==> src/rtl/dnl_pkg.sv <==
// Package for the day/night lightmap pixel core.
// Q16 fixed-point types, constants and the level lookup tables.
// No dependencies.
package dnl_pkg;

  typedef logic [16:0] qv_t;        // Q16 fraction, 0..1 inclusive
  typedef qv_t q_tab_t [16];        // one entry per light level

  localparam qv_t Q_ONE = 17'd65536;
  localparam logic [15:0] C_0P6 = 16'd39322;
  localparam logic [15:0] C_0P4 = 16'd26214;
  localparam logic [15:0] C_0P9 = 16'd58982;
  localparam logic [16:0] C_1P1 = 17'd72090;
  localparam logic [15:0] C_0P96 = 16'd62915;
  localparam logic [15:0] C_GREY = 16'd1966;
  localparam logic [15:0] C_AMBIENT = 16'd9830;

  // pipeline depth: 5 position stages, 2 sky/level stages, 4 shade stages
  localparam int unsigned POS_LAT = 5;
  localparam int unsigned NSTG = 11;

  function automatic logic [63:0] qmul(input logic [63:0] a, input logic [63:0] b);
    logic [63:0] p;
    p = a * b;
    return p >> 16;
  endfunction

  // level L -> L/15 in Q16, rounded down
  function automatic q_tab_t mk_lvl_tab();
    q_tab_t t;
    logic [63:0] v;
    for (int i = 0; i < 16; i++) begin
      v = (64'(i) * 64'd65536) / 64'd15;
      t[i] = v[16:0];
    end
    return t;
  endfunction

  // green block polynomial: b*((b*0.6+0.4)*0.6+0.4)
  function automatic q_tab_t mk_bg_tab();
    q_tab_t t;
    logic [63:0] b;
    logic [63:0] x;
    logic [63:0] y;
    for (int i = 0; i < 16; i++) begin
      b = (64'(i) * 64'd65536) / 64'd15;
      x = qmul(b, 64'(C_0P6)) + 64'(C_0P4);
      y = qmul(x, 64'(C_0P6)) + 64'(C_0P4);
      x = qmul(b, y);
      t[i] = x[16:0];
    end
    return t;
  endfunction

  // blue block polynomial: b*(b*b*0.6+0.4)
  function automatic q_tab_t mk_bb_tab();
    q_tab_t t;
    logic [63:0] b;
    logic [63:0] x;
    for (int i = 0; i < 16; i++) begin
      b = (64'(i) * 64'd65536) / 64'd15;
      x = qmul(qmul(b, b), 64'(C_0P6)) + 64'(C_0P4);
      x = qmul(b, x);
      t[i] = x[16:0];
    end
    return t;
  endfunction

  localparam q_tab_t LVL_TAB = mk_lvl_tab();
  localparam q_tab_t BG_TAB = mk_bg_tab();
  localparam q_tab_t BB_TAB = mk_bb_tab();

endpackage

==> src/rtl/dnl_shade.sv <==
// One color channel of the pixel: saturate, grey mix, quartic curve, byte.
// Four register stages; uses dnl_pkg for the Q16 type and constants.
module dnl_shade import dnl_pkg::*; (
  input  logic       clk,
  input  logic       en,
  input  qv_t        blk,
  input  qv_t        sky,
  output logic [7:0] px_byte
);

  // stage 1: t = sat(blk + sky), scaled by 0.96
  logic [17:0] sum1;
  qv_t         t1;
  logic [32:0] m_prod;
  qv_t         m_r;

  always_comb begin
    sum1   = 18'(blk) + 18'(sky);
    t1     = (sum1 > 18'(Q_ONE)) ? Q_ONE : sum1[16:0];
    m_prod = 33'(t1) * 33'(C_0P96);
  end

  always_ff @(posedge clk) begin
    if (en) begin
      m_r <= m_prod[32:16];
    end
  end

  // stage 2: add grey, u = 1 - t, u^2
  logic [17:0] sum2;
  qv_t         t2;
  qv_t         u;
  logic [33:0] uu_prod;
  qv_t         t2_r;
  qv_t         uu_r;

  always_comb begin
    sum2    = 18'(m_r) + 18'(C_GREY);
    t2      = (sum2 > 18'(Q_ONE)) ? Q_ONE : sum2[16:0];
    u       = Q_ONE - t2;
    uu_prod = 34'(u) * 34'(u);
  end

  always_ff @(posedge clk) begin
    if (en) begin
      t2_r <= t2;
      uu_r <= uu_prod[32:16];
    end
  end

  // stage 3: u^4
  logic [33:0] u4_prod;
  qv_t         t3_r;
  qv_t         u4_r;

  assign u4_prod = 34'(uu_r) * 34'(uu_r);

  always_ff @(posedge clk) begin
    if (en) begin
      t3_r <= t2_r;
      u4_r <= u4_prod[32:16];
    end
  end

  // stage 4: half blend with 1 - u^4, ambient floor, to byte
  qv_t         ng;
  logic [17:0] vs;
  qv_t         v;
  logic [24:0] vb;
  logic [7:0]  byte_r;

  always_comb begin
    ng = Q_ONE - u4_r;
    vs = 18'(t3_r) + 18'(ng);
    v  = vs[17:1];
    if (v > Q_ONE) begin
      v = Q_ONE;
    end
    if (v < 17'(C_AMBIENT)) begin
      v = 17'(C_AMBIENT);
    end
    vb = (25'(v) << 8) - 25'(v);
  end

  always_ff @(posedge clk) begin
    if (en) begin
      byte_r <= vb[23:16];
    end
  end

  assign px_byte = byte_r;

endmodule

==> config.mk <==
export PLATFORM = sky130hd
export DESIGN_NAME = dnl_shade
export DESIGN_NICKNAME = d
export VERILOG_FILES = /design/src/rtl/dnl_pkg.sv /design/src/rtl/dnl_shade.sv
export SDC_FILE = /design/constraint.sdc
export NUM_CORES = 2
export LEC_CHECK = 0
export BUFFER_PORTS_ARGS = -buffer_cell sky130_fd_sc_hd__buf_2
export CORE_ASPECT_RATIO = 1.75
export CORE_MARGIN = 4
export CORE_UTILIZATION = 65
export DETAILED_ROUTE_END_ITERATION = 10
export GPL_ROUTABILITY_DRIVEN = 0
export PLACE_DENSITY = 0.89
export SETUP_SLACK_MARGIN = 0.3
export SYNTH_ARGS = -nofsm -noshare
export SYNTH_HDL_FRONTEND = slang
export SYNTH_SLANG_ARGS = --single-unit
==> constraint.sdc <==
create_clock -name clk -period 19.65 [get_ports clk]
set_clock_uncertainty 0.05 [all_clocks]
set_input_delay 0.9825 -clock clk [delete_from_list [all_inputs] [get_ports clk]]
set_output_delay 0.9825 -clock clk [all_outputs]
set_load 0.05 [all_outputs]
==> qor.log <==
[logic_synthesis] Mapped Cells 2,767
[final_layout] synth-to-layout area growth 3.96%
[final_layout] commonest cells after routing, fill and taps aside sky130_fd_sc_hd__inv_1 (690), sky130_fd_sc_hd__fa_1 (485), sky130_fd_sc_hd__ha_1 (393)
[timing] Max-Slew Margin vs Limit 0.246
[logic_synthesis] Primary FF master, synth sky130_fd_sc_hd__edfxtp_1
[cts] depth of the CTS H-tree 3
[cts] clock edge transition at the registers on the reported setup and hold paths 0.08 ns
[final_layout] antenna cells 0
[worst_setup_path] kind of end point of the critical path flop
[die] initial core utilization 0.660
[worst_setup_path] Reg2Reg Capture Point uu_r[16]
[die] IO Count 44
[cts] CTS Hold Buffers Added 0
[route] drt first-iter violations 1,322
[die] overall die area 0.0442 mm2
[placement] I/O Buffers 43
[cts] number of gates resized after CTS 0
[cts] total clock sinks 93
[logic_synthesis] Avg Synthesized Cell Area 9.58 um2
[route] DRC Markers 0
[grt] GRT overflow 0
[cts] buffers from clock root to sink, at most 2
[logic_synthesis] flip-flop and latch count after synthesis 93
[grt] via count of the first global-routing pass 23,100
[timing] RSZ-0062 raised after global routing false
[logic_synthesis] share of synthesized cell area in full adder, half adder and majority cells 0.552
[worst_setup_path] Crit Reg-Reg Startpoint m_r[3]
[logic_synthesis] compound-gate portion of the synthesized area 0.0750
[grt] number of antenna violations at the first check in global routing 0
[logic_synthesis] dominant combinational cell family by area after synthesis adder cells
[worst_setup_path] most numerous cell on the critical path sky130_fd_sc_hd__inv_1
[worst_hold_path] Tightest Hold Check Type reg -> reg
[logic_synthesis] total number of yosys warnings 0
[worst_hold_path] HP Start t2_r[10]
[route] detailed-route vias per instance 6.02
[final_layout] Net count, final 3,699
[timing] timing-limited maximum frequency 89.1 MHz
[final_layout] commonest non-fill, non-tap cell in the layout sky130_fd_sc_hd__inv_1
[timing] part of the cycle the worst path needs 0.571
[route] Pre-antenna DRT Iters 5
[logic_synthesis] multiplexer share of the synthesized area 0.00359
[logic_synthesis] share of flip-flops with an asynchronous set or reset after synthesis 0
[logic_synthesis] Mapped Area 0.0265 mm2
[cts] post-CTS setup-driven buffer insertion count 0
[worst_setup_path] kind of start point of the critical path flop
[worst_setup_path] data required time at the worst endpoint 19.69 ns
[final_layout] count of filler cells inserted in the layout 2,757
[worst_setup_path] peak per-stage delay on the critical path 0.76 ns
[logic_synthesis] cell accounting for the most synthesized area sky130_fd_sc_hd__fa_1
[die] std cell rows 97
[flow_run] max_cap viols 0
[worst_setup_path] Critical Setup Path Class reg -> reg
[worst_hold_path] Hold Crit Depth 0
[timing] max-slew violation count 0
[die] placeable core region 0.0402 mm2
[cts] CTS tree built
[worst_setup_path] CP max stage cell sky130_fd_sc_hd__nor3_1
[logic_synthesis] xor-xnor portion of the synthesized cell area 0.0426
[timing] total count of hold-check failures in the final report 0
[logic_synthesis] leading post-synthesis cells by cell area sky130_fd_sc_hd__fa_1 (37%), sky130_fd_sc_hd__ha_1 (19%), sky130_fd_sc_hd__edfxtp_1 (11%)
[die] Die Width 161 um
[logic_synthesis] Yosys top cell area share 0.366
[worst_setup_path] r2r setup slk 8.42 ns
[timing] final critical delay including setup and external delays 11.23 ns
[cts] clock insertion delay at the later pin of the skew report 0.36 ns
[grt] global-route wire length before repair 110,000 um
[worst_hold_path] Min-Delay Endpoint t3_r[10]
[timing] accumulated negative setup slack 0 ns
[worst_setup_path] arrival time at the worst endpoint 11.27 ns
[die] vertical die dimension 275 um
[placement] half-perimeter wire length after detailed placement 57,000 um
[cts] root buf cell sky130_fd_sc_hd__clkbuf_16
[logic_synthesis] Synth Area in Simple Gates 0.114
[timing] final setup fails 0
[grt] largest net degree at the start of global routing 85
[route] routed via count 20,100
[worst_setup_path] r2r worst-path depth 37
[final_layout] layout cells sized above 1 0.0427
[route] antenna-violating nets left 0
[grt] All-Layer GR Usage 0.316
[worst_setup_path] largest fanout of any net on the critical path 20
[timing] Tightest Pin Transition 1.12 ns
[logic_synthesis] synth unique cells 89
[route] routed length per instance 20.3 um
[logic_synthesis] post-synthesis sequential area ratio 0.105
[route] aggregate routed wire length 67,700 um
[cts] TritonCTS Buffers 9
[run_status] result of the run finished, final reports clean
[logic_synthesis] number of synthesized flops with an enable pin 93
==> registers in the layout (all words and copies together), names as in the netlist <==
signal / count
uu_r: 17
t2_r: 17
t3_r: 17
u4_r: 17
px_byte: 8
m_r: 17
==> cells in the mapped netlist, types with 5 or more instances <==
master	number
sky130_fd_sc_hd__a211oi_1	10
sky130_fd_sc_hd__a21boi_0	6
sky130_fd_sc_hd__a21o_1	37
sky130_fd_sc_hd__a21oi_1	71
sky130_fd_sc_hd__a31oi_1	7
sky130_fd_sc_hd__and2_1	90
sky130_fd_sc_hd__and3_1	22
sky130_fd_sc_hd__buf_2	14
sky130_fd_sc_hd__clkbuf_1	38
sky130_fd_sc_hd__edfxtp_1	93
sky130_fd_sc_hd__fa_1	485
sky130_fd_sc_hd__ha_1	393
sky130_fd_sc_hd__inv_1	690
sky130_fd_sc_hd__mux2i_1	5
sky130_fd_sc_hd__nand2_1	202
sky130_fd_sc_hd__nand2b_1	15
sky130_fd_sc_hd__nand3_1	28
sky130_fd_sc_hd__nand4_1	7
sky130_fd_sc_hd__nor2_1	132
sky130_fd_sc_hd__nor2b_1	16
sky130_fd_sc_hd__nor3_1	40
sky130_fd_sc_hd__nor4_1	12
sky130_fd_sc_hd__o2111ai_1	5
sky130_fd_sc_hd__o211ai_1	10
sky130_fd_sc_hd__o21a_1	18
sky130_fd_sc_hd__o21ai_0	48
sky130_fd_sc_hd__o21ai_1	5
sky130_fd_sc_hd__o21bai_1	5
sky130_fd_sc_hd__o31ai_1	7
sky130_fd_sc_hd__or2_2	17
sky130_fd_sc_hd__or3_1	9
sky130_fd_sc_hd__xnor2_1	84
sky130_fd_sc_hd__xor2_1	43
==> worst max-delay path by stage <==
stage | slack, ns | to | startpoint
floorplan | 10.35 | uu_r[14] | m_r[3]
global placement | 9.32 | uu_r[14] | m_r[3]
detailed placement | 8.92 | uu_r[14] | m_r[3]
CTS | 8.89 | uu_r[16] | m_r[3]
global route | 7.83 | uu_r[14] | m_r[3]
finish | 8.42 | uu_r[16] | m_r[3]
==> metrics by stage <==
step / setup slack [ns] / util / instance area (um2) / std cells / hold slack [ns]
2_1_floorplan: 10.35 / - / 26600 / 2775 / 0.350
3_3_place_gp: 9.32 / 0.679 / 27300 / 3318 / 0.352
3_5_place_dp: 8.92 / 0.679 / 27300 / 3318 / 0.358
4_1_cts: 8.89 / 0.686 / 27600 / 3334 / 0.377
5_1_grt: 7.83 / 0.686 / 27600 / 3334 / 0.383
6_report: 8.42 / 0.686 / 27600 / 3334 / 0.376
==> layer usage <==
metal,track usage,share of wire,up-vias
met5,0,0,-
li1,-,-,8706
met4,0.280,0.12,0
met1,0.279,0.29,9799
met3,0.0493,0.057,529
met2,0.606,0.54,1047
==> layout make-up <==
| class | count | area (um2) | area share |
|---|---|---|---|
| multi-input cells | 1931 | 20900 | 0.758 |
| inverters | 694 | 2610 | 0.0945 |
| well taps | 544 | 681 | 0.0247 |
| clock buffers | 9 | 225 | 0.00817 |
| repair buffers | 56 | 315 | 0.0114 |
| flip-flops and latches | 93 | 2790 | 0.101 |
| clock inverters | 7 | 65.1 | 0.00236 |
==> critical path, delay by kind of cell, from the launching register on <==
family / cells / cell delay [ns]
fa+ha+maj: 8 / 3.84
compound gates: 12 / 2.94
simple gates: 5 / 1.74
buf+inv: 9 / 1.39
flops: 1 / 0.48
mux: 2 / 0.38
xor+xnor: 1 / 0.11
==> logic make-up (layout without fill, tap and decap cells) <==
kind of cell / Yosys count / after routing
DFF: 93 / 93
xor gates and xnor gates: 128 / 128
other: 2 / 10
buffers and inverters: 751 / 766
muxes: 9 / 9
AOI/OAI and AO/OA: 288 / 288
adders and majority gates: 878 / 878
and+or+nand+nor: 618 / 618
Power is not shown: default switching activity piles up to over one toggle a cycle in this logic, so the estimate is an artifact.
