### src/rtl/dnl_pkg.sv
// Package for the day/night lightmap pixel core.
// Q16 fixed-point types, constants and the level lookup tables.
// No dependencies.
package dnl_pkg;

  typedef logic [16:0] qv_t;        // Q16 fraction, 0..1 inclusive
  typedef qv_t q_tab_t [16];        // one entry per light level

  localparam qv_t Q_ONE = 17'd65536;
  localparam logic [15:0] C_0P6 = 16'd39322;
  localparam logic [15:0] C_0P4 = 16'd26214;
  localparam logic [15:0] C_0P9 = 16'd58982;
  localparam logic [16:0] C_1P1 = 17'd72090;
  localparam logic [15:0] C_0P96 = 16'd62915;
  localparam logic [15:0] C_GREY = 16'd1966;
  localparam logic [15:0] C_AMBIENT = 16'd9830;

  // pipeline depth: 5 position stages, 2 sky/level stages, 4 shade stages
  localparam int unsigned POS_LAT = 5;
  localparam int unsigned NSTG = 11;

  function automatic logic [63:0] qmul(input logic [63:0] a, input logic [63:0] b);
    logic [63:0] p;
    p = a * b;
    return p >> 16;
  endfunction

  // level L -> L/15 in Q16, rounded down
  function automatic q_tab_t mk_lvl_tab();
    q_tab_t t;
    logic [63:0] v;
    for (int i = 0; i < 16; i++) begin
      v = (64'(i) * 64'd65536) / 64'd15;
      t[i] = v[16:0];
    end
    return t;
  endfunction

  // green block polynomial: b*((b*0.6+0.4)*0.6+0.4)
  function automatic q_tab_t mk_bg_tab();
    q_tab_t t;
    logic [63:0] b;
    logic [63:0] x;
    logic [63:0] y;
    for (int i = 0; i < 16; i++) begin
      b = (64'(i) * 64'd65536) / 64'd15;
      x = qmul(b, 64'(C_0P6)) + 64'(C_0P4);
      y = qmul(x, 64'(C_0P6)) + 64'(C_0P4);
      x = qmul(b, y);
      t[i] = x[16:0];
    end
    return t;
  endfunction

  // blue block polynomial: b*(b*b*0.6+0.4)
  function automatic q_tab_t mk_bb_tab();
    q_tab_t t;
    logic [63:0] b;
    logic [63:0] x;
    for (int i = 0; i < 16; i++) begin
      b = (64'(i) * 64'd65536) / 64'd15;
      x = qmul(qmul(b, b), 64'(C_0P6)) + 64'(C_0P4);
      x = qmul(b, x);
      t[i] = x[16:0];
    end
    return t;
  endfunction

  localparam q_tab_t LVL_TAB = mk_lvl_tab();
  localparam q_tab_t BG_TAB = mk_bg_tab();
  localparam q_tab_t BB_TAB = mk_bb_tab();

endpackage

### src/rtl/dnl_pos.sv
// Day position and sky brightness pipeline, five register stages.
// Uses dnl_pkg for the Q16 type and constants.
module dnl_pos import dnl_pkg::*; (
  input  logic               clk,
  input  logic               en,
  input  logic signed [31:0] day_time,
  output qv_t                bright
);

  localparam logic [1:0] SEG_DAY   = 2'd0;
  localparam logic [1:0] SEG_DUSK  = 2'd1;
  localparam logic [1:0] SEG_NIGHT = 2'd2;
  localparam logic [1:0] SEG_DAWN  = 2'd3;

  localparam logic [26:0] RCP_375 = 27'd91625968;  // floor(2^35/375)
  localparam logic [17:0] RCP_125 = 18'd134218;    // ceil(2^24/125)

  // stage 1: t = 64*q + lo, q biased by 2^25 so it is unsigned
  logic [25:0] u_nxt;
  logic [52:0] prod_nxt;
  logic [52:0] prod_r;
  logic [25:0] u_r;
  logic [5:0]  lo1_r;

  assign u_nxt    = {~day_time[31], day_time[30:6]};
  assign prod_nxt = 53'(u_nxt) * 53'(RCP_375);

  always_ff @(posedge clk) begin
    if (en) begin
      prod_r <= prod_nxt;
      u_r    <= u_nxt;
      lo1_r  <= day_time[5:0];
    end
  end

  // stage 2: remainder estimate, 0..749
  logic [17:0] qd;
  logic [26:0] qm;
  logic [26:0] rem_full;
  logic [9:0]  r0_nxt;
  logic [9:0]  r0_r;
  logic [5:0]  lo2_r;

  assign qd       = prod_r[52:35];
  assign qm       = 27'(qd) * 27'd375;
  assign rem_full = 27'(u_r) - qm;
  assign r0_nxt   = rem_full[9:0];

  always_ff @(posedge clk) begin
    if (en) begin
      r0_r  <= r0_nxt;
      lo2_r <= lo1_r;
    end
  end

  // stage 3: final remainder, then undo the 2^25 bias (2^25 mod 375 = 182)
  logic [9:0]  r1;
  logic [8:0]  r2;
  logic [14:0] p_nxt;
  logic [14:0] p_r;

  always_comb begin
    r1 = (r0_r >= 10'd375) ? r0_r - 10'd375 : r0_r;
    r2 = (r1 >= 10'd182) ? 9'(r1 - 10'd182) : 9'(r1 + 10'd193);
    p_nxt = {r2, lo2_r};
  end

  always_ff @(posedge clk) begin
    if (en) begin
      p_r <= p_nxt;
    end
  end

  // stage 4: segment of the day and offset into the ramp
  logic [1:0]  seg_nxt;
  logic [9:0]  d_nxt;
  logic [16:0] z_nxt;
  logic [1:0]  seg_r;
  logic [9:0]  d_r;
  logic [16:0] z_r;

  always_comb begin
    d_nxt = '0;
    priority if (p_r < 15'd12000) begin
      seg_nxt = SEG_DAY;
    end else if (p_r < 15'd13000) begin
      seg_nxt = SEG_DUSK;
      d_nxt   = 10'(p_r - 15'd12000);
    end else if (p_r < 15'd23000) begin
      seg_nxt = SEG_NIGHT;
    end else begin
      seg_nxt = SEG_DAWN;
      d_nxt   = 10'(p_r - 15'd23000);
    end
    z_nxt = 17'(d_nxt) * 17'd67;
  end

  always_ff @(posedge clk) begin
    if (en) begin
      seg_r <= seg_nxt;
      d_r   <= d_nxt;
      z_r   <= z_nxt;
    end
  end

  // stage 5: d*65536/1000 = d*65 + d*67/125
  logic [34:0] zq;
  logic [15:0] frac;
  qv_t         bright_nxt;
  qv_t         bright_r;

  always_comb begin
    zq   = 35'(z_r) * 35'(RCP_125);
    frac = 16'(d_r) * 16'd65 + 16'(zq[33:24]);
    unique case (seg_r)
      SEG_DAY:   bright_nxt = Q_ONE;
      SEG_DUSK:  bright_nxt = Q_ONE - 17'(frac);
      SEG_NIGHT: bright_nxt = '0;
      SEG_DAWN:  bright_nxt = 17'(frac);
      default:   bright_nxt = '0;
    endcase
  end

  always_ff @(posedge clk) begin
    if (en) begin
      bright_r <= bright_nxt;
    end
  end

  assign bright = bright_r;

endmodule

### config.mk
export PLATFORM = sky130hd
export DESIGN_NAME = dnl_pos
export DESIGN_NICKNAME = d
export VERILOG_FILES = /design/src/rtl/dnl_pkg.sv /design/src/rtl/dnl_pos.sv
export SDC_FILE = /design/constraint.sdc
export NUM_CORES = 1
export LEC_CHECK = 0
export BUFFER_PORTS_ARGS = -buffer_cell sky130_fd_sc_hd__buf_2
export CAP_MARGIN = 20
export CORE_MARGIN = 4
export CORE_UTILIZATION = 40
export CTS_BUF_LIST = sky130_fd_sc_hd__clkbuf_4
export DETAILED_ROUTE_END_ITERATION = 16
export GPL_TIMING_DRIVEN = 1
export PLACE_DENSITY = 0.55
export SYNTH_ARGS = -nofsm -noshare
export SYNTH_HDL_FRONTEND = slang
export SYNTH_SLANG_ARGS = --single-unit
### constraint.sdc
create_clock -name clk -period 8.7 [get_ports clk]
set_clock_uncertainty 0.1 [all_clocks]
set_input_delay 0.435 -clock clk [delete_from_list [all_inputs] [get_ports clk]]
set_output_delay 0.435 -clock clk [all_outputs]
set_load 0.005 [all_outputs]
==> impl_metrics.py, run 1 <==
metrics = {
    "run_status": {
        "status": "finished clean",
    },
    "floorplan": {
        "rows": 82,
        "start_util": 0.406,
        "design.portCount": 51,
        "die_w_um": 234,
        "design.core.area_um2": 50400,
        "die_h_um": 234,
        "die-area_um2": 54900,
    },
    "sta": {
        "hold_viol": 0,
        "slew_headroom": 0.411,
        "finalCritPeriodShare": 0.954,
        "max_freq_mhz": 121,
        "final_max_slew_viol_count": 0,
        "setup_viol": 0,
        "min_period_ns": 8.30,
        "worst_slew_pin_slew_ns": 0.876,
    },
    "synth": {
        "syn-instance-count": 1887,
        "yosysWarnings": 0,
        "yosysSeqAreaShare": 0.150,
        "synth_edf_count": 102,
        "synth_area_per_cell_um2": 10.9,
        "yosys-top-cells-area": "fa_1 (32%), ha_1 (27%), edfxtp_1 (15%), inv_1 (9.1%), xnor2_1 (2.8%)",
        "syn-num-nets": 2693,
        "synth_seq_cells": 102,
        "yosysTopAreaCellShare": 0.321,
        "ys_types": 66,
        "async_reset_ff_frac": 0,
        "synth.largest_area_cell": "fa_1",
        "syn-cell-area_um2": 20500,
        "synthFlopType": "edfxtp_1",
    },
    "finish": {
        "area_growth_pct": 8.80,
        "layout-drive-gt1-share": 0.0760,
        "stdcell_count": 2663,
        "final_nets": 2789,
    },
    "global_routing": {
        "grt_overflow": 0,
        "grt_start_max_net_pins": 61,
        "grt_pass1_wl_um": 71500,
        "grt_usage": 0.163,
        "grt_pass1_vias": 14200,
        "antenna_found_initial": 2,
    },
    "route": {
        "firstDrtPassIters": 4,
        "vias": 12900,
        "drt_iter0_markers": 380,
        "wl_per_cell_um": 15.9,
        "wl_um": 42200,
        "via_per_inst": 4.83,
        "drt.antenna.violating_nets": 0,
        "drcViolationCount": 0,
    },
    "critical_path": {
        "slowest_stage": "fa_1",
        "critPathCaptureType": "flip-flop",
        "rr_startpoint": "z_r[7]$_DFFE_PP_",
        "cp_common_cell": "inv_1",
        "critPathMaxFanout": 4,
        "worstPathRequired_ns": 8.88,
        "critPathLaunchType": "flip-flop",
        "arrival_ns": 8.48,
        "critPathLaunch": "z_r[7]$_DFFE_PP_",
        "cp_slowest_stage_delay_ns": 0.52,
        "worstSetupPathType": "reg2reg",
    },
    "clock_tree": {
        "cts_max_level": 3,
        "clk_path_buf_depth": 2,
        "cts-root-buf": "clkbuf_4",
        "clk_pin_slew_ns": 0.17,
        "numClockSinks": 102,
        "insertion_delay_ns": 0.51,
        "cts_tree": "built",
        "numCtsBuffers": 9,
    },
    "place": {
        "hpwl_um": 36200,
        "gp_congestion": 0.832,
        "io_buffers": 50,
        "dp.cells": 2635,
    },
    "job": {
        "drv_cap": 0,
    },
    "min_path": {
        "hp-class": "in2reg",
        "min-delay-start": "day_time[7]",
    },
}
-- metal layers --
metal	global-route usage	vias up	routed length (µm)	share of wire
met5	0	-	0	0
met4	0.0180	0	263	0.0062
met3	0.0118	15	621	0.015
met2	0.302	93	22100	0.52
met1	0.216	6438	19200	0.46
li1	-	6316	-	-
-- sequential cells by signal, summed over array words and instances, names as in the netlist --
register	cells
r0_r	10
bright	17
seg_r	2
u_r	10
p_r	15
lo2_r	6
prod_r	10
lo1_r	6
d_r	10
z_r	16
-- layout by cell type, fill, tap and decap left out, types with 9 or more instances in the layout --
master and count:
inv_1 499, ha_1 440, fa_1 328, edfxtp_1 102, xnor2_1 64, a21oi_1 57, buf_2 49, nor2_1 41
nand2_1 36, xor2_1 36, buf_4 36, o21ai_0 29, a21o_1 22, nand3_1 20, nand4_1 18, and2_1 17
nor3_1 15, nor2b_1 11, and3_1 10, a211oi_1 9, clkbuf_4 9
-- metrics by stage --
step,util,TNS [ns],cell area [µm²],worst slack [ns],hold slack (ns)
after floorplan,-,0,20500,0.434,0.300
after global placement,0.432,-0.264,21800,-0.134,0.306
after detailed placement,0.432,-0.331,21800,-0.153,0.306
after CTS,0.438,0,22100,0.0329,0.215
after global routing,0.442,-0.0116,22300,-0.00984,0.211
final,0.442,0,22300,0.403,0.250
-- worst max-delay path: cells and delay by family (launching register included) --
kind                     cells  cell delay (ns)
AND/OR/NAND/NOR              4             1.19
adder cells (fa/ha/maj)     11             3.89
buffers and inverters        7             0.48
AO/OA/AOI/OAI                8             1.46
flip-flops                   1             0.48
XOR/XNOR                     3             0.48
-- logic make-up after synthesis --
| family | synth area share |
|---|---|
| DFF | 0.150 |
| buffers and inverters | 0.0930 |
| and+or+nand+nor | 0.0521 |
| adders and majority gates | 0.592 |
| AOI/OAI and AO/OA | 0.0657 |
| muxes | 0.00403 |
| xor gates and xnor gates | 0.0436 |
-- what timing repair did --
action | CTS | global route
endpoints found under the setup margin | 4 | 8
hold endpoints to repair | 6 | 0
resized for setup | 3 | 34
buffers inserted | 1 | 2
gates cloned | 0 | 0
hold buffers | 6 | 0
pin swaps | 2 | 25
-- worst paths after layout --
path | slack (ns) | endpoint | cells after the start
worst max-delay path | 0.40 | bright[15]$_DFFE_PP_ | 33
worst min-delay path | 0.25 | u_r[1]$_DFFE_PP_ | 1
worst max register to register | 0.40 | bright[15]$_DFFE_PP_ | 33
worst min register to register | 0.34 | p_r[4]$_DFFE_PP_ | 0
-- synth_stat cells (13+ instances only) --
library cell	instances
xor2_1	37
nand2_1	36
fa_1	328
o21ai_0	30
nor2_1	42
nand4_1	18
inv_1	499
nor3_1	16
a21oi_1	62
and2_1	17
xnor2_1	65
a211oi_1	13
a21o_1	22
nand3_1	20
ha_1	444
edfxtp_1	102
-- layout make-up --
type,count,area [µm²]
diodes,3,7.51
clock buffers,9,67.6
clock inverters,7,145
fillers,4811,28100
inverters,499,1870
multi-input cells,1280,15700
flip-flops and latches,102,3060
well taps,672,841
repair buffers,91,576
Power of run 1 is left out: the tool's default activity adds up to more than one toggle a clock period on the data nets, which glitch-free logic cannot reach.
==> inputs of run 2 (changes only) <==
Settings changed: BUFFER_PORTS_ARGS -buffer_cell sky130_fd_sc_hd__buf_2 to default, DONT_BUFFER_PORTS from default to 1, PLACE_DENSITY 0.55 to 0.54.
==> run 2 against run 1 <==
Net effect: final cell count is 1.2% lower; flip-flop and latch count unchanged; die area is the same; sequential share of layout area rose by 0.093 points; largest cell class unchanged; count of clock-buffer cells in the layout unchanged; highest routed layer unchanged.
==> impl_metrics.py, run 2 (synthesis results as in run 1) <==
metrics = {
    "run_status": {
        "status": "finished clean",
    },
    "global_routing": {
        "grt_pass1_vias": 14100,
        "use_met3": 0.0130,
        "gr-usage-met2": 0.315,
        "grtUsageMet1": 0.212,
        "grt_pass1_wl_um": 72800,
        "busiest_layer": "met2",
        "grt_usage": 0.169,
        "grt_overflow": 0,
        "antenna_found_initial": 2,
        "grt_start_max_net_pins": 103,
    },
    "clock_tree": {
        "clk_pin_slew_ns": 0.20,
        "numClockSinks": 102,
        "cts-root-buf": "clkbuf_4",
        "numCtsBuffers": 9,
        "clk_path_buf_depth": 2,
        "cts_max_level": 3,
        "insertion_delay_ns": 0.54,
        "cts_tree": "built",
    },
    "sta": {
        "hold_viol": 0,
        "setup_viol": 0,
        "final_max_slew_viol_count": 0,
        "max_freq_mhz": 118,
        "finalCritPeriodShare": 0.971,
        "setup_ws_ns": 0.255,
        "worst_slew_pin_slew_ns": 1.09,
        "slew_headroom": 0.266,
        "min_period_ns": 8.44,
        "hold_ws_ns": 0.285,
    },
    "job": {
        "drv_cap": 0,
    },
    "place": {
        "gp_congestion": 0.840,
        "hpwl_um": 36400,
        "io_buffers": 0,
        "dpl_cell_area_um2": 21600,
        "pre_cts_slack_ns": -0.215,
    },
    "floorplan": {
        "start_util": 0.406,
        "design.portCount": 51,
        "die_w_um": 234,
        "die-area_um2": 54900,
        "die_h_um": 234,
        "rows": 82,
        "design.core.area_um2": 50400,
    },
    "critical_path": {
        "slowest_stage": "fa_1",
        "worstPathRequired_ns": 8.95,
        "cp_slowest_stage_delay_ns": 0.54,
        "critPathCaptureType": "flip-flop",
        "worstSetupPathType": "reg2reg",
        "cp_common_cell": "ha_1",
        "critPathLaunchType": "flip-flop",
        "critPathMaxFanout": 4,
        "arrival_ns": 8.69,
    },
    "finish": {
        "layout_common_cells": "inv_1 (498), ha_1 (441), fa_1 (328), edfxtp_1 (102), xnor2_1 (64)",
        "multi_input_area_um2": 15700,
        "largest_reg_flops": 17,
        "ff_latch_area_um2": 3060,
        "fillers": 4836,
        "area_growth_pct": 8.07,
        "layout-drive-gt1-share": 0.0527,
        "final_common_cell": "inv_1",
        "final_nets": 2757,
        "postLayoutCellArea_um2": 22100,
    },
    "route": {
        "vias": 12800,
        "wl_per_cell_um": 16.5,
        "via_per_inst": 4.86,
        "drt_iter0_markers": 415,
        "wl_um": 43300,
        "firstDrtPassIters": 5,
        "drt.antenna.violating_nets": 0,
        "drcViolationCount": 0,
    },
    "min_path": {
        "hp-class": "in2reg",
    },
}
[run 2: worst max-delay path: cells and delay by family, from the launching register on]
kind | cells | cell delay, ns
compound gates | 7 | 1.34
buf+inv | 6 | 0.53
fa+ha+maj | 11 | 4.15
xor+xnor | 3 | 0.52
simple gates | 4 | 1.19
flops | 1 | 0.44
[run 2: layer usage]
layer | up-vias | wire (µm)
met5 | - | 0
met4 | 0 | 701
met3 | 35 | 863
met2 | 128 | 23400
met1 | 6364 | 18300
li1 | 6262 | -
[run 2: final timing paths]
path | from | end | slack, ns | cells past startpoint
worst max register to register | z_r[7]$_DFFE_PP_ | bright[15]$_DFFE_PP_ | 0.26 | 31
worst max-delay path | z_r[7]$_DFFE_PP_ | bright[15]$_DFFE_PP_ | 0.26 | 31
worst min-delay path | en | z_r[7]$_DFFE_PP_ | 0.28 | 1
worst min register to register | lo1_r[2]$_DFFE_PP_ | lo2_r[2]$_DFFE_PP_ | 0.35 | 0
[run 2: area by class of cell]
cell class,instances,area share
multi-input cells,1280,0.709
clock buffers,9,0.00305
inverters,499,0.0846
repair buffers,59,0.0227
clock inverters,7,0.00418
well taps,672,0.0380
flip-flops and latches,102,0.138
diodes,2,0.000226
[run 2: per-stage QoR]
| stage | cells | utilization | setup TNS, ns |
|---|---|---|---|
| after detailed placement | 2591 | 0.428 | -0.581 |
| final | 2630 | 0.439 | 0 |
| after CTS | 2624 | 0.435 | 0 |
| after global routing | 2629 | 0.439 | -0.253 |
| after floorplan | 1887 | - | 0 |
| after global placement | 2591 | 0.428 | -0.292 |
[run 2: repair_timing]
| action | CTS | global route |
|---|---|---|
| hold endpoints to repair | 118 | 0 |
| setup endpoints to repair | 4 | 8 |
| pin swaps | 2 | 22 |
| buffers inserted | 0 | 4 |
| resized for setup | 3 | 29 |
| hold buffers | 17 | 0 |
Power of run 2 is left out for the same reason.
==> inputs of run 3 (changes only) <==
==> constraint.sdc (replaced) <==
create_clock -name clk -period 8.7 [get_ports clk]
set_clock_uncertainty 0.1 [all_clocks]
set_input_delay 0.87 -clock clk [delete_from_list [all_inputs] [get_ports clk]]
set_output_delay 0.87 -clock clk [all_outputs]
set_load 0.005 [all_outputs]
==> run 3 against run 2 <==
Net effect: core utilization fell by 0.38 points; die area did not move; critical path depth did not move.
==> impl_metrics.py, run 3 (synthesis results as in run 1) <==
metrics = {
    "place": {
        "dp.cells": 2591,
        "gp_congestion": 0.840,
        "hpwl_um": 36400,
        "io_buffers": 0,
        "pre_cts_slack_ns": -0.215,
    },
    "sta": {
        "min_period_ns": 8.44,
        "slew_headroom": 0.275,
        "setup_viol": 0,
        "hold_ws_ns": 0.312,
        "max_freq_mhz": 118,
        "final_max_slew_viol_count": 0,
        "hold_viol": 0,
        "finalCritPeriodShare": 0.970,
        "worst_slew_pin_slew_ns": 1.08,
        "finalSetupTns_ns": 0,
        "setup_ws_ns": 0.260,
    },
    "route": {
        "met2_length_um": 22900,
        "vias": 12700,
        "drt_iter0_markers": 421,
        "via_per_inst": 4.88,
        "wl_met1_um": 18300,
        "firstDrtPassIters": 5,
        "drt.antenna.violating_nets": 0,
        "dr.max_layer_used": "met4",
        "route.met3.wl_um": 771,
        "drcViolationCount": 0,
        "wl_per_cell_um": 16.3,
        "wl_um": 42700,
    },
    "clock_tree": {
        "clk_pin_slew_ns": 0.20,
        "cts_max_level": 3,
        "cts_tree": "built",
        "numClockSinks": 102,
        "clk_path_buf_depth": 2,
        "holdBufCountCts": 0,
        "cts-root-buf": "clkbuf_4",
        "numCtsBuffers": 9,
        "insertion_delay_ns": 0.54,
    },
    "finish": {
        "final_nets": 2740,
        "stdcell_count": 2612,
        "final_common_cell": "inv_1",
        "area_growth_pct": 7.14,
        "layout-drive-gt1-share": 0.0526,
        "largest_reg_flops": 17,
        "layout_common_cells": "inv_1 (498), ha_1 (441), fa_1 (328), edfxtp_1 (102), xnor2_1 (64)",
        "fillers": 4846,
    },
    "floorplan": {
        "die_w_um": 234,
        "design.core.area_um2": 50400,
        "design.portCount": 51,
        "die_h_um": 234,
        "die-area_um2": 54900,
        "rows": 82,
        "start_util": 0.406,
    },
    "job": {
        "drv_cap": 0,
    },
    "global_routing": {
        "grt_usage": 0.166,
        "grt_pass1_wl_um": 71900,
        "antenna_found_initial": 1,
        "grt_start_max_net_pins": 103,
        "grt_pass1_vias": 14100,
        "grt_overflow": 0,
    },
    "run_status": {
        "status": "finished clean",
    },
    "critical_path": {
        "cp_slowest_stage_delay_ns": 0.54,
        "critPathMaxFanout": 4,
        "arrival_ns": 8.68,
        "critPathLaunchType": "flip-flop",
        "slowest_stage": "fa_1",
        "critPathCaptureType": "flip-flop",
        "worstSetupPathType": "reg2reg",
        "worstPathRequired_ns": 8.94,
        "cp_common_cell": "ha_1",
    },
    "min_path": {
        "hp-class": "in2reg",
    },
}
run 3: cell types whose count changed in the layout (fill, tap and decap cells not counted):
cell / before / now
dlygate4sd3_1: 16 / 0
buf_16: 1 / 0
diode_2: 2 / 1
run 3: cell type report:
type                            count  area (µm²)  share of cell area
Antenna cell                        1        2.50            0.000114
Clock buffer                        9        67.6             0.00308
Clock inverter                      7        92.6             0.00422
Inverter                          499        1870              0.0854
Multi-Input combinational cell   1280       15700               0.715
Sequential cell                   102        3060               0.140
Tap cell                          672         841              0.0383
Timing Repair Buffer               42         315              0.0144
run 3: worst max-delay path: cells and delay by family (launching register included):
kind | cells | cell delay (ns)
adder cells (fa/ha/maj) | 11 | 4.13
AO/OA/AOI/OAI | 7 | 1.35
AND/OR/NAND/NOR | 4 | 1.19
buffers and inverters | 6 | 0.54
XOR/XNOR | 3 | 0.52
flip-flops | 1 | 0.44
run 3: path summary, 6_finish.rpt:
check	start	end	slack, ns	cells past startpoint
worst max register to register	z_r[7]$_DFFE_PP_	bright[15]$_DFFE_PP_	0.26	31
worst min-delay path	day_time[0]	lo1_r[0]$_DFFE_PP_	0.31	0
worst max-delay path	z_r[7]$_DFFE_PP_	bright[15]$_DFFE_PP_	0.26	31
worst min register to register	lo2_r[4]$_DFFE_PP_	p_r[4]$_DFFE_PP_	0.35	0
run 3: timing repair:
item,4_1_cts,5_1_grt
setup buffers,0,4
resized for setup,3,29
pin swaps,2,23
endpoints found under the setup margin,4,8
run 3: stage by stage:
| step | area [µm²] | util |
|---|---|---|
| floorplan | 20500 | - |
| global placement | 21600 | 0.428 |
| detailed placement | 21600 | 0.428 |
| CTS | 21700 | 0.432 |
| global route | 21900 | 0.436 |
| finish | 21900 | 0.436 |
run 3: routing by layer:
metal  GRT usage  up-vias
met3      0.0123       29
li1            -     6232
met5           0        -
met4      0.0373        0
met1       0.212     6358
met2       0.308      123
Power of run 3 is left out for the same reason.
